[src/design/pcm2f_pkg.sv]
// Shared types and constants for the PCM sample to float converter.
package pcm2f_pkg;

    localparam int SAMPLE_W = 32;
    localparam int FLOAT_W  = 32;
    localparam int CFG_DATA_W = 6;
    localparam int CFG_IDX_W  = 1;

    localparam logic [CFG_IDX_W-1:0] REG_SAMPLE_WIDTH  = 1'd0;
    localparam logic [CFG_IDX_W-1:0] REG_FLOAT_SAMPLES = 1'd1;

    localparam logic [5:0] WIDTH_8  = 6'd8;
    localparam logic [5:0] WIDTH_16 = 6'd16;
    localparam logic [5:0] WIDTH_24 = 6'd24;
    localparam logic [5:0] WIDTH_32 = 6'd32;
    localparam logic [5:0] WIDTH_RESET = WIDTH_16;

    // Sign, magnitude and exponent bias from the first stage, or a pass-through word.
    typedef struct packed {
        logic        neg;
        logic [31:0] mag;
        logic [7:0]  bias;
        logic        pass;
        logic [31:0] pass_bits;
    } conv_op_t;

endpackage

[src/design/pcm2f_stream_if.sv]
// Valid/ready stream interface carrying one 32-bit payload.
interface pcm2f_stream_if;
    logic        valid;
    logic        ready;
    logic [31:0] data;

    modport source (output valid, output data, input ready);
    modport sink (input valid, input data, output ready);
endinterface

[src/design/pcm2f_normalize.sv]
// Normalizes an integer magnitude to single precision with round to nearest even.
module pcm2f_normalize
    import pcm2f_pkg::*;
(
    input  conv_op_t    op,
    output logic [31:0] bits
);
    logic [4:0]  lead;
    logic        found;
    logic [31:0] norm;
    logic [23:0] mant;
    logic [24:0] rounded;
    logic        guard;
    logic        sticky;
    logic [7:0]  expo;

    always_comb
    begin
        lead  = 5'd0;
        found = 1'b0;
        for (int i = 31; i >= 0; i--)
        begin
            if (!found && op.mag[i])
            begin
                lead  = 5'(i);
                found = 1'b1;
            end
        end
        // Leading one moved to bit 31; rounding bits fall below bit 8.
        norm    = op.mag << (5'd31 - lead);
        mant    = norm[31:8];
        guard   = norm[7];
        sticky  = |norm[6:0];
        rounded = {1'b0, mant} + 25'(guard && (sticky || mant[0]));
        expo    = 8'(lead) + op.bias + 8'(rounded[24]);
        if (op.pass)
        begin
            bits = op.pass_bits;
        end
        else if (!found)
        begin
            bits = 32'd0;
        end
        else if (rounded[24])
        begin
            bits = {op.neg, expo, rounded[23:1]};
        end
        else
        begin
            bits = {op.neg, expo, rounded[22:0]};
        end
    end
endmodule

[src/design/pcm_sample_to_float32.sv]
// Top level of the PCM sample to single-precision float converter.
//  channel   dir  payload
//  in_ch     in   sample_bytes[31:0]
//  out_ch    out  float_bits[31:0]
//  cfg       in   cfg_we, cfg_index[0:0], cfg_data[5:0]
// One sample is accepted per cycle while the input is ready; the result appears in
// the output register in the following cycle, as the normalizer is combinational.
// An output stall holds the result register and blocks input only while full.
// Reset empties the output register and loads width 16, integer samples.
module pcm_sample_to_float32
    import pcm2f_pkg::*;
(
    input  logic                  clk,
    input  logic                  rst_n,
    pcm2f_stream_if.sink          in_ch,
    pcm2f_stream_if.source        out_ch,
    input  logic                  cfg_we,
    input  logic [CFG_IDX_W-1:0]  cfg_index,
    input  logic [CFG_DATA_W-1:0] cfg_data
);
    logic [5:0]  width_reg;
    logic        float_reg;
    logic        valid_reg;
    logic [31:0] data_reg;
    logic [31:0] data_next;
    conv_op_t    op;
    logic [31:0] raw;

    assign raw = in_ch.data;

    always_comb
    begin
        op = '{neg: 1'b0, mag: 32'd0, bias: 8'd0, pass: 1'b0, pass_bits: 32'd0};
        if (float_reg && width_reg == WIDTH_32)
        begin
            op.pass = 1'b1;
            op.pass_bits = (raw[30:23] == 8'hFF) ? 32'd0 : raw;
        end
        else
        begin
            case (width_reg)
                WIDTH_8:
                begin
                    op.neg  = ~raw[7];
                    op.mag  = raw[7] ? 32'({1'b0, raw[6:0]}) : 32'(9'd128 - {1'b0, raw[7:0]});
                    op.bias = 8'd120;
                end
                WIDTH_16:
                begin
                    op.neg  = raw[15];
                    op.mag  = raw[15] ? 32'(17'h10000 - {1'b0, raw[15:0]}) : 32'(raw[15:0]);
                    op.bias = 8'd112;
                end
                WIDTH_24:
                begin
                    op.neg  = raw[23];
                    op.mag  = raw[23] ? 32'(25'h1000000 - {1'b0, raw[23:0]})
                                      : 32'(raw[23:0]);
                    op.bias = 8'd104;
                end
                WIDTH_32:
                begin
                    op.neg  = raw[31];
                    op.mag  = raw[31] ? (32'd0 - raw) : raw;
                    op.bias = 8'd96;
                end
                default:
                begin
                    op.mag = 32'd0;
                end
            endcase
        end
    end

    pcm2f_normalize u_norm
    (
        .op   (op),
        .bits (data_next)
    );

    assign in_ch.ready  = !valid_reg || out_ch.ready;
    assign out_ch.valid = valid_reg;
    assign out_ch.data  = data_reg;

    always_ff @(posedge clk or negedge rst_n)
    begin
        if (!rst_n)
        begin
            width_reg <= WIDTH_RESET;
            float_reg <= 1'b0;
            valid_reg <= 1'b0;
        end
        else
        begin
            if (cfg_we && cfg_index == REG_SAMPLE_WIDTH)
            begin
                width_reg <= cfg_data;
            end
            if (cfg_we && cfg_index == REG_FLOAT_SAMPLES)
            begin
                float_reg <= cfg_data[0];
            end
            if (in_ch.ready)
            begin
                valid_reg <= in_ch.valid;
            end
        end
    end

    always_ff @(posedge clk)
    begin
        if (in_ch.valid && in_ch.ready)
        begin
            data_reg <= data_next;
        end
    end
endmodule

[src/flat_wrapper.sv]
// flat-port wrapper written by rule: the top's interface ports become plain ports
module pcm_sample_to_float32_flat import pcm2f_pkg::*;
  (clk, rst_n, cfg_we, cfg_index, cfg_data, in_ch_valid, in_ch_data, in_ch_ready, out_ch_valid, out_ch_data, out_ch_ready);
  pcm2f_stream_if in_ch_i ();
  pcm2f_stream_if out_ch_i ();
  input  logic clk;
  input  logic rst_n;
  input  logic cfg_we;
  input  logic [CFG_IDX_W-1:0] cfg_index;
  input  logic [CFG_DATA_W-1:0] cfg_data;
  input wire logic [$bits(in_ch_i.valid)-1:0] in_ch_valid;
  input wire logic [$bits(in_ch_i.data)-1:0] in_ch_data;
  output wire logic [$bits(in_ch_i.ready)-1:0] in_ch_ready;
  output wire logic [$bits(out_ch_i.valid)-1:0] out_ch_valid;
  output wire logic [$bits(out_ch_i.data)-1:0] out_ch_data;
  input wire logic [$bits(out_ch_i.ready)-1:0] out_ch_ready;
  assign in_ch_i.valid = in_ch_valid;
  assign in_ch_i.data = in_ch_data;
  assign in_ch_ready = in_ch_i.ready;
  assign out_ch_valid = out_ch_i.valid;
  assign out_ch_data = out_ch_i.data;
  assign out_ch_i.ready = out_ch_ready;
  pcm_sample_to_float32 u_core (.clk(clk), .rst_n(rst_n), .in_ch(in_ch_i), .out_ch(out_ch_i), .cfg_we(cfg_we), .cfg_index(cfg_index), .cfg_data(cfg_data));
endmodule
[config.mk]
export PLATFORM = sky130hd
export DESIGN_NAME = pcm_sample_to_float32_flat
export DESIGN_NICKNAME = d
export VERILOG_FILES = /design/src/design/pcm2f_pkg.sv /design/src/design/pcm2f_stream_if.sv /design/src/design/pcm2f_normalize.sv /design/src/design/pcm_sample_to_float32.sv /design/src/flat_wrapper.sv
export SDC_FILE = /design/constraint.sdc
export NUM_CORES = 1
export LEC_CHECK = 0
export BUFFER_PORTS_ARGS = -buffer_cell sky130_fd_sc_hd__buf_2
export CAP_MARGIN = 20
export CORE_ASPECT_RATIO = 0.8
export CORE_MARGIN = 4
export CORE_UTILIZATION = 55
export DETAILED_ROUTE_END_ITERATION = 6
export PLACE_DENSITY = 0.84
export SLEW_MARGIN = 10
export SYNTH_ARGS = -nofsm -noshare
export SYNTH_HDL_FRONTEND = slang
export SYNTH_HIERARCHICAL = 1
export SYNTH_SLANG_ARGS = --single-unit
[constraint.sdc]
create_clock -name clk -period 6.8 [get_ports clk]
set_input_delay 0.68 -clock clk [delete_from_list [all_inputs] [get_ports clk]]
set_output_delay 0.68 -clock clk [all_outputs]
set_load 0.1 [all_outputs]
==> results of run 1 <==
## kinds of logic after synthesis
kind of cell	Yosys count	synth area share
flip-flops	40	0.1737
AO/OA/AOI/OAI	313	0.3441
AND/OR/NAND/NOR	412	0.3345
adder cells (fa/ha/maj)	11	0.02281
XOR/XNOR	28	0.03665
buffers and inverters	72	0.04562
other	1	0.0005604
multiplexers	26	0.04207
## routing by layer
layer / GRT overflow / global-route usage
met1: 12 / 0.8484
met2: 247 / 1.049
met3: 17 / 0.7674
met4: 178 / 1.004
met5: 7 / 0.5074
## per-stage QoR
stage,TNS (ps),cells,instance area [um2],util
2_1_floorplan,0,907,6902,-
3_3_place_gp,-2541,1373,9429,0.8064
3_5_place_dp,-3941,1373,9429,0.8064
4_1_cts,-168.9,1408,10080,0.8620
## what timing repair did
item / in CTS
buffers inserted: 27
resized for setup: 57
pin swaps: 21
gates cloned: 1
hold endpoints to repair: 0
endpoints found under the setup margin: 9
==> impl_metrics.json, run 1 <==
{
  "outcome": "did not finish",
  "failed_stage": "global routing (5_1_grt)",
  "tool.error": "[ERROR GRT-0232] Routing congestion too high. Check the congestion heatmap in the GUI.",
  "ys_seq_area_frac": 0.1737,
  "synth_warnings": 6,
  "synthTopCellsByArea": "edfxtp_1 14%, nand2_1 6.2%, nor2_1 4.4%",
  "ys_async_sr_fraction": 0.2000,
  "cts-root-buf": "clkbuf_16",
  "clock-sinks": 40,
  "grt_overflow": 461,
  "synth_flop_cell": "edfxtp_1",
  "yosysMostFrequentCell": "nand2_1",
  "clockBufferDepth": 2,
  "grt.total_usage": 0.8976,
  "endpoint_type": "register data pin",
  "hold_buffers": 0,
  "synth_top_area_share": 0.1436,
  "ios": 78,
  "synth.cell_area_um2": 6691,
  "synth_edf_count": 32,
  "htreeDepth": 2,
  "syn_inst": 903,
  "die_x_um": 131.3,
  "grt_max_degree": 33,
  "die_y_um": 106.7,
  "postGrtWorstEndpoint": "u_core/out_ch.data[29]$_DFFE_PP_/D",
  "portBuffers": 77,
  "synthTopCellsByCount": "110 x nand2_1, 78 x nor2_1, 51 x a21oi_1",
  "numCtsBuffers": 5,
  "synth_area_per_cell_um2": 7.410,
  "start_util": 0.5723,
  "yosys.area.top_type": "edfxtp_1",
  "place_ws_ps": -785.6,
  "ys_ff_latch": 40,
  "row_count": 35,
  "place_hpwl_mm": 27.02,
  "place.gp.congestion": 1.224,
  "synth_cell_types": 101
}
==> inputs of run 2 (changes only) <==
--- a/config.mk
+++ b/config.mk
@@ -7,11 +7,10 @@
 export LEC_CHECK = 0
 export BUFFER_PORTS_ARGS = -buffer_cell sky130_fd_sc_hd__buf_2
 export CAP_MARGIN = 20
-export CORE_ASPECT_RATIO = 0.8
 export CORE_MARGIN = 4
-export CORE_UTILIZATION = 55
+export CORE_UTILIZATION = 40
 export DETAILED_ROUTE_END_ITERATION = 6
-export PLACE_DENSITY = 0.84
+export PLACE_DENSITY_LB_ADDON = 0.15
 export SLEW_MARGIN = 10
 export SYNTH_ARGS = -nofsm -noshare
 export SYNTH_HDL_FRONTEND = slang
==> constraint.sdc (replaced) <==
create_clock -name clk -period 8.85 [get_ports clk]
set_input_delay 0.885 -clock clk [delete_from_list [all_inputs] [get_ports clk]]
set_output_delay 0.885 -clock clk [all_outputs]
set_load 0.1 [all_outputs]
==> impl_metrics.json, run 2 <==
{
  "grt_overflow": 0,
  "grt_setup_unrepaired": "no",
  "clk_latency_ps": 310,
  "arrival_ps": 8290,
  "nets": 1070,
  "max_stage_delay_ps": 610,
  "critPathKind": "input pin to register",
  "routedWlPerCell_um": 24.74,
  "tns_ps": 0,
  "ys_ff_latch": 40,
  "grt_max_degree": 33,
  "critPathLaunchType": "input pin",
  "start_util": 0.4064,
  "vias": 8314,
  "drtAntennaViolNets": 0,
  "worst_slack_ps": 574.0,
  "slowest_stage": "nor3_1",
  "drt_iter0_drc": 1046,
  "die_y_um": 137.3,
  "cts_setup_buffers": 0,
  "hold_buffers": 0,
  "r2r_cells": 27,
  "worst_pin_slew_ps": 1060,
  "final_common_cell": "nand2_1",
  "ys_async_sr_fraction": 0.2000,
  "synth_edf_count": 32,
  "place_hpwl_mm": 24.71,
  "clockBufferDepth": 2,
  "syn_inst": 903,
  "min_path_type": "input pin to async pin",
  "avgViaCountPerCell": 6.727,
  "place.gp.congestion": 1.078,
  "ys_seq_area_frac": 0.1737,
  "grt_antenna_before_repair": 0,
  "grt.total_usage": 0.3243,
  "violations": "DRC",
  "final_cells": 1236,
  "slew_headroom": 0.2936,
  "place_ws_ps": 508.8,
  "final_cell_mix": "110 x nand2_1, 78 x nor2_1, 77 x buf_2",
  "cts.clk_slew.worst_paths_ps": 80,
  "p_sw_uw": 465.5,
  "die_x_um": 137.3,
  "powerDensity_nw_per_um2": 124.4,
  "synth_warnings": 6,
  "largest_register_ffs": 32,
  "fillerInstances": 1743,
  "setup_viol": 0,
  "post_cts_resized": 0,
  "cp_common_cell": "o21ai_0",
  "post-route-min-period_ps": 8276,
  "post-route-period-util": 0.9351,
  "timing.fmax_ghz": 0.1208,
  "synth_cell_types": 101,
  "endpoint": "u_core/out_ch.data[29]",
  "ir_drop_mv": 0.09354,
  "critPathMaxFanout": 8,
  "drive_above_1_share": 0.2156,
  "finalWirelength_mm": 30.57,
  "synth.cell_area_um2": 6691,
  "placed_cells": 1228,
  "clock_skew_ps": 19.85,
  "numCtsBuffers": 5,
  "comb_power_share": 0.539,
  "drc": 5,
  "rrSetupSlack_ps": 750,
  "grt_pass1_vias": 7704,
  "area_delta_synth_final_pct": 17.58,
  "worstPathRequired_ps": 8870,
  "die_area_um2": 18860,
  "ios": 78,
  "finalHoldViolations": 0,
  "htreeDepth": 2,
  "maxSlewViolCount": 0,
  "leakage_nw": 2.999,
  "p_clk_frac": 0.219,
  "r2r_start": "u_core/width_reg[4]",
  "drv_cap": 0,
  "synthTopCellsByArea": "edfxtp_1 14%, nand2_1 6.2%, nor2_1 4.4%",
  "synth_area_per_cell_um2": 7.410,
  "synth_flop_cell": "edfxtp_1",
  "power.internal_uw": 513.4,
  "core_area_um2": 16470,
  "cts_tree": "built",
  "drt_pass1_iterations": 7,
  "startpoint": "in_ch_data[1]",
  "endpoint_kind": "register",
  "synth_top_area_share": 0.1436,
  "switching_share": 0.4755,
  "diodes": 0,
  "yosys.area.top_type": "edfxtp_1",
  "cts-root-buf": "clkbuf_16",
  "portBuffers": 77,
  "outcome": "finished, violations left",
  "synthTopCellsByCount": "110 x nand2_1, 78 x nor2_1, 51 x a21oi_1",
  "clock-sinks": 40,
  "seqPwrFrac": 0.242,
  "yosysMostFrequentCell": "nand2_1",
  "r2r_end": "u_core/out_ch.data[29]",
  "grt_pass1_wl_mm": 46.69,
  "row_count": 47
}
-- run 2: cell counts after synthesis --
No cell type changed its count.
-- run 2: worst max-delay path, delay by kind of cell --
family          cells  cell delay (ps)
xor+xnor            2              310
fa+ha+maj           3              840
compound gates      9             1680
simple gates       11             3920
buf+inv             5              670
-- run 2: worst min-delay path by stage --
stage | depth (start not counted) | slack, ps | end | start
floorplan | 1 | 490 | u_core/float_reg | u_core/float_reg
global placement | 2 | 520 | u_core/out_ch.valid | u_core/out_ch.valid
detailed placement | 2 | 530 | u_core/out_ch.valid | u_core/out_ch.valid
CTS | 1 | 410 | u_core/width_reg[5] | rst_n
global route | 1 | 420 | u_core/width_reg[5] | rst_n
finish | 1 | 410 | u_core/width_reg[2] | rst_n
-- run 2: power groups by stage --
stage | sequential [mW] | clock [mW] | combinational (mW)
after floorplan | 0.319 | 0 | 0.265
after global placement | 0.240 | 0 | 0.516
after detailed placement | 0.241 | 0 | 0.510
after CTS | 0.237 | 0.218 | 0.512
after global routing | 0.239 | 0.228 | 0.556
final | 0.237 | 0.214 | 0.527
-- run 2: kinds of logic after synthesis --
family	share of synthesized area
compound gates	0.3441
simple gates	0.3345
other cells	0.0005604
flops	0.1737
fa+ha+maj	0.02281
buf+inv	0.04562
xor+xnor	0.03665
mux	0.04207
-- run 2: area by class of cell --
type,instances,area [um2],area share
multi-input combinational,795,5239,0.6659
sequential,40,1162,0.1477
timing repair buffer,150,933.4,0.1186
tap,220,275.3,0.03499
clock buffer,5,125.1,0.01590
inverter,23,86.33,0.01097
clock inverter,3,46.29,0.005884
-- run 2: per-stage QoR --
step / util / total power, mW / cell area [um2] / hold slack (ps)
floorplan: - / 0.5835 / 6706 / 492.9
global placement: 0.4674 / 0.7560 / 7696 / 518.9
detailed placement: 0.4674 / 0.7509 / 7696 / 528.0
CTS: 0.4778 / 0.9666 / 7868 / 410.4
global route: 0.4778 / 1.022 / 7868 / 420.8
finish: 0.4778 / 0.9789 / 7868 / 408.2
-- run 2: metal layers --
layer / global-route usage / share of wire / vias to the layer above
met5: 0 / 0 / -
met4: 0.1386 / 0.048 / 0
met3: 0.05917 / 0.10 / 109
met2: 0.5008 / 0.43 / 534
met1: 0.4429 / 0.42 / 3908
li1: - / - / 3763
No activity file was read; power rests on OpenSTA's default activity.
==> inputs of run 3 (changes only) <==
--- a/config.mk
+++ b/config.mk
@@ -8,7 +8,7 @@
 export BUFFER_PORTS_ARGS = -buffer_cell sky130_fd_sc_hd__buf_2
 export CAP_MARGIN = 20
 export CORE_MARGIN = 4
-export CORE_UTILIZATION = 40
+export CORE_UTILIZATION = 57
 export DETAILED_ROUTE_END_ITERATION = 6
 export PLACE_DENSITY_LB_ADDON = 0.15
 export SLEW_MARGIN = 10
==> impl_metrics.json, run 3 (synthesis gave the netlist of run 2 again) <==
{
  "outcome": "finished, violations left",
  "violations": "DRC",
  "worst_pin_slew_ps": 946.9,
  "place_hpwl_mm": 22.25,
  "die_y_um": 116.4,
  "htreeDepth": 2,
  "row_count": 39,
  "clock-sinks": 40,
  "grt_setup_unrepaired": "no",
  "comb_power_share": 0.544,
  "timing.fmax_ghz": 0.1169,
  "ir_drop_mv": 0.1415,
  "endpoint_kind": "register",
  "worst_slack_ps": 295.6,
  "cts.clk_slew.worst_paths_ps": 60,
  "grt_max_degree": 39,
  "wl_met2_mm": 11.58,
  "tns_ps": 0,
  "slew_headroom": 0.3672,
  "finalHoldViolations": 0,
  "place_ws_ps": 327.3,
  "r2r_start": "u_core/width_reg[3]",
  "grt_antenna_before_repair": 0,
  "wl_met3_mm": 4.247,
  "post-route-min-period_ps": 8554,
  "drtAntennaViolNets": 0,
  "highest_layer": "met4",
  "numCtsBuffers": 5,
  "clockBufferDepth": 2,
  "avgViaCountPerCell": 7.399,
  "drc": 24,
  "final_common_cell": "nand2_1",
  "critPathMaxFanout": 14,
  "slowest_stage": "nor4_2",
  "setup_viol": 0,
  "grt_pass1_wl_mm": 43.53,
  "portBuffers": 77,
  "clock_skew_ps": 8.251,
  "min_path_type": "input pin to async pin",
  "final_cell_mix": "110 x nand2_1, 79 x buf_4, 78 x nor2_1",
  "cts_setup_buffers": 0,
  "drt-met1-wl_mm": 10.91,
  "seqPwrFrac": 0.244,
  "power.internal_uw": 514.5,
  "arrival_ps": 8560,
  "p_sw_uw": 452.1,
  "die_x_um": 116.4,
  "drt_pass1_iterations": 7,
  "leakage_nw": 3.063,
  "largest_register_ffs": 32,
  "clk_latency_ps": 290,
  "start_util": 0.5835,
  "holdWs_ps": 432.8,
  "finalWirelength_mm": 28.24,
  "drv_cap": 0,
  "drt_iter0_drc": 1545,
  "drive_above_1_share": 0.2236,
  "worstPathRequired_ps": 8850,
  "core_area_um2": 11470,
  "max_stage_delay_ps": 640,
  "powerDensity_nw_per_um2": 123.0,
  "switching_share": 0.4677,
  "grt.total_usage": 0.4113,
  "die_area_um2": 13540,
  "p_clk_frac": 0.212,
  "nets": 1078,
  "vias": 8635,
  "grt_overflow": 0,
  "place.gp.congestion": 1.135,
  "cp_common_cell": "buf_4",
  "startpoint": "in_ch_data[1]",
  "critPathKind": "input pin to register",
  "fillerInstances": 1005,
  "cts-root-buf": "clkbuf_16",
  "cts_tree": "built",
  "area_delta_synth_final_pct": 17.46,
  "post-route-period-util": 0.9666,
  "diodes": 0,
  "maxSlewViolCount": 0,
  "routedWlPerCell_um": 24.20,
  "post_cts_resized": 0,
  "hold_buffers": 0,
  "critPathLaunchType": "input pin",
  "ios": 78,
  "grt_pass1_vias": 7743
}
[run 3: metrics by stage]
step           area [um2]  std cells  total power [mW]    util
2_1_floorplan        6706        907            0.5835       -
3_3_place_gp         7685       1159            0.7413  0.6702
3_5_place_dp         7685       1159            0.7405  0.6702
4_1_cts              7853       1167            0.9454  0.6848
5_1_grt              7860       1167            0.9979  0.6854
6_report             7860       1167            0.9666  0.6854
[run 3: layout make-up]
cell class	instances	area [um2]	area share
clock buffer	5	125.1	0.01592
clock inverter	3	42.54	0.005412
inverter	23	86.33	0.01098
multi-input combinational	795	5246	0.6675
sequential	40	1162	0.1479
tap	143	178.9	0.02276
timing repair buffer	158	1018	0.1296
[run 3: power groups by stage]
stage,Clock [mW],Combinational [mW],Sequential (mW)
finish,0.205,0.525,0.236
global route,0.212,0.547,0.239
CTS,0.207,0.502,0.236
detailed placement,0,0.501,0.240
global placement,0,0.502,0.239
floorplan,0,0.265,0.319
[run 3: path summary, 6_finish.rpt]
path,cells after the start,slack (ps),end
max in group asynchronous,1,8180,u_core/width_reg[4]
hold / removal,1,430,u_core/width_reg[5]
min in group clk,2,530,u_core/out_ch.valid
setup / recovery,31,300,u_core/out_ch.data[29]
setup reg to reg,28,450,u_core/out_ch.data[29]
hold reg to reg,2,530,u_core/out_ch.valid
[run 3: worst max-delay path, delay by kind of cell]
family | cells | cell delay [ps]
xor gates and xnor gates | 1 | 150
buffers and inverters | 6 | 1080
muxes | 1 | 370
and+or+nand+nor | 10 | 3760
adders and majority gates | 3 | 820
AOI/OAI and AO/OA | 10 | 1510
[run 3: layer usage]
| metal | vias up | track usage |
|---|---|---|
| met3 | 146 | 0.1306 |
| met4 | 0 | 0.1593 |
| li1 | 3765 | - |
| met1 | 3960 | 0.5575 |
| met5 | - | 0 |
| met2 | 764 | 0.6091 |
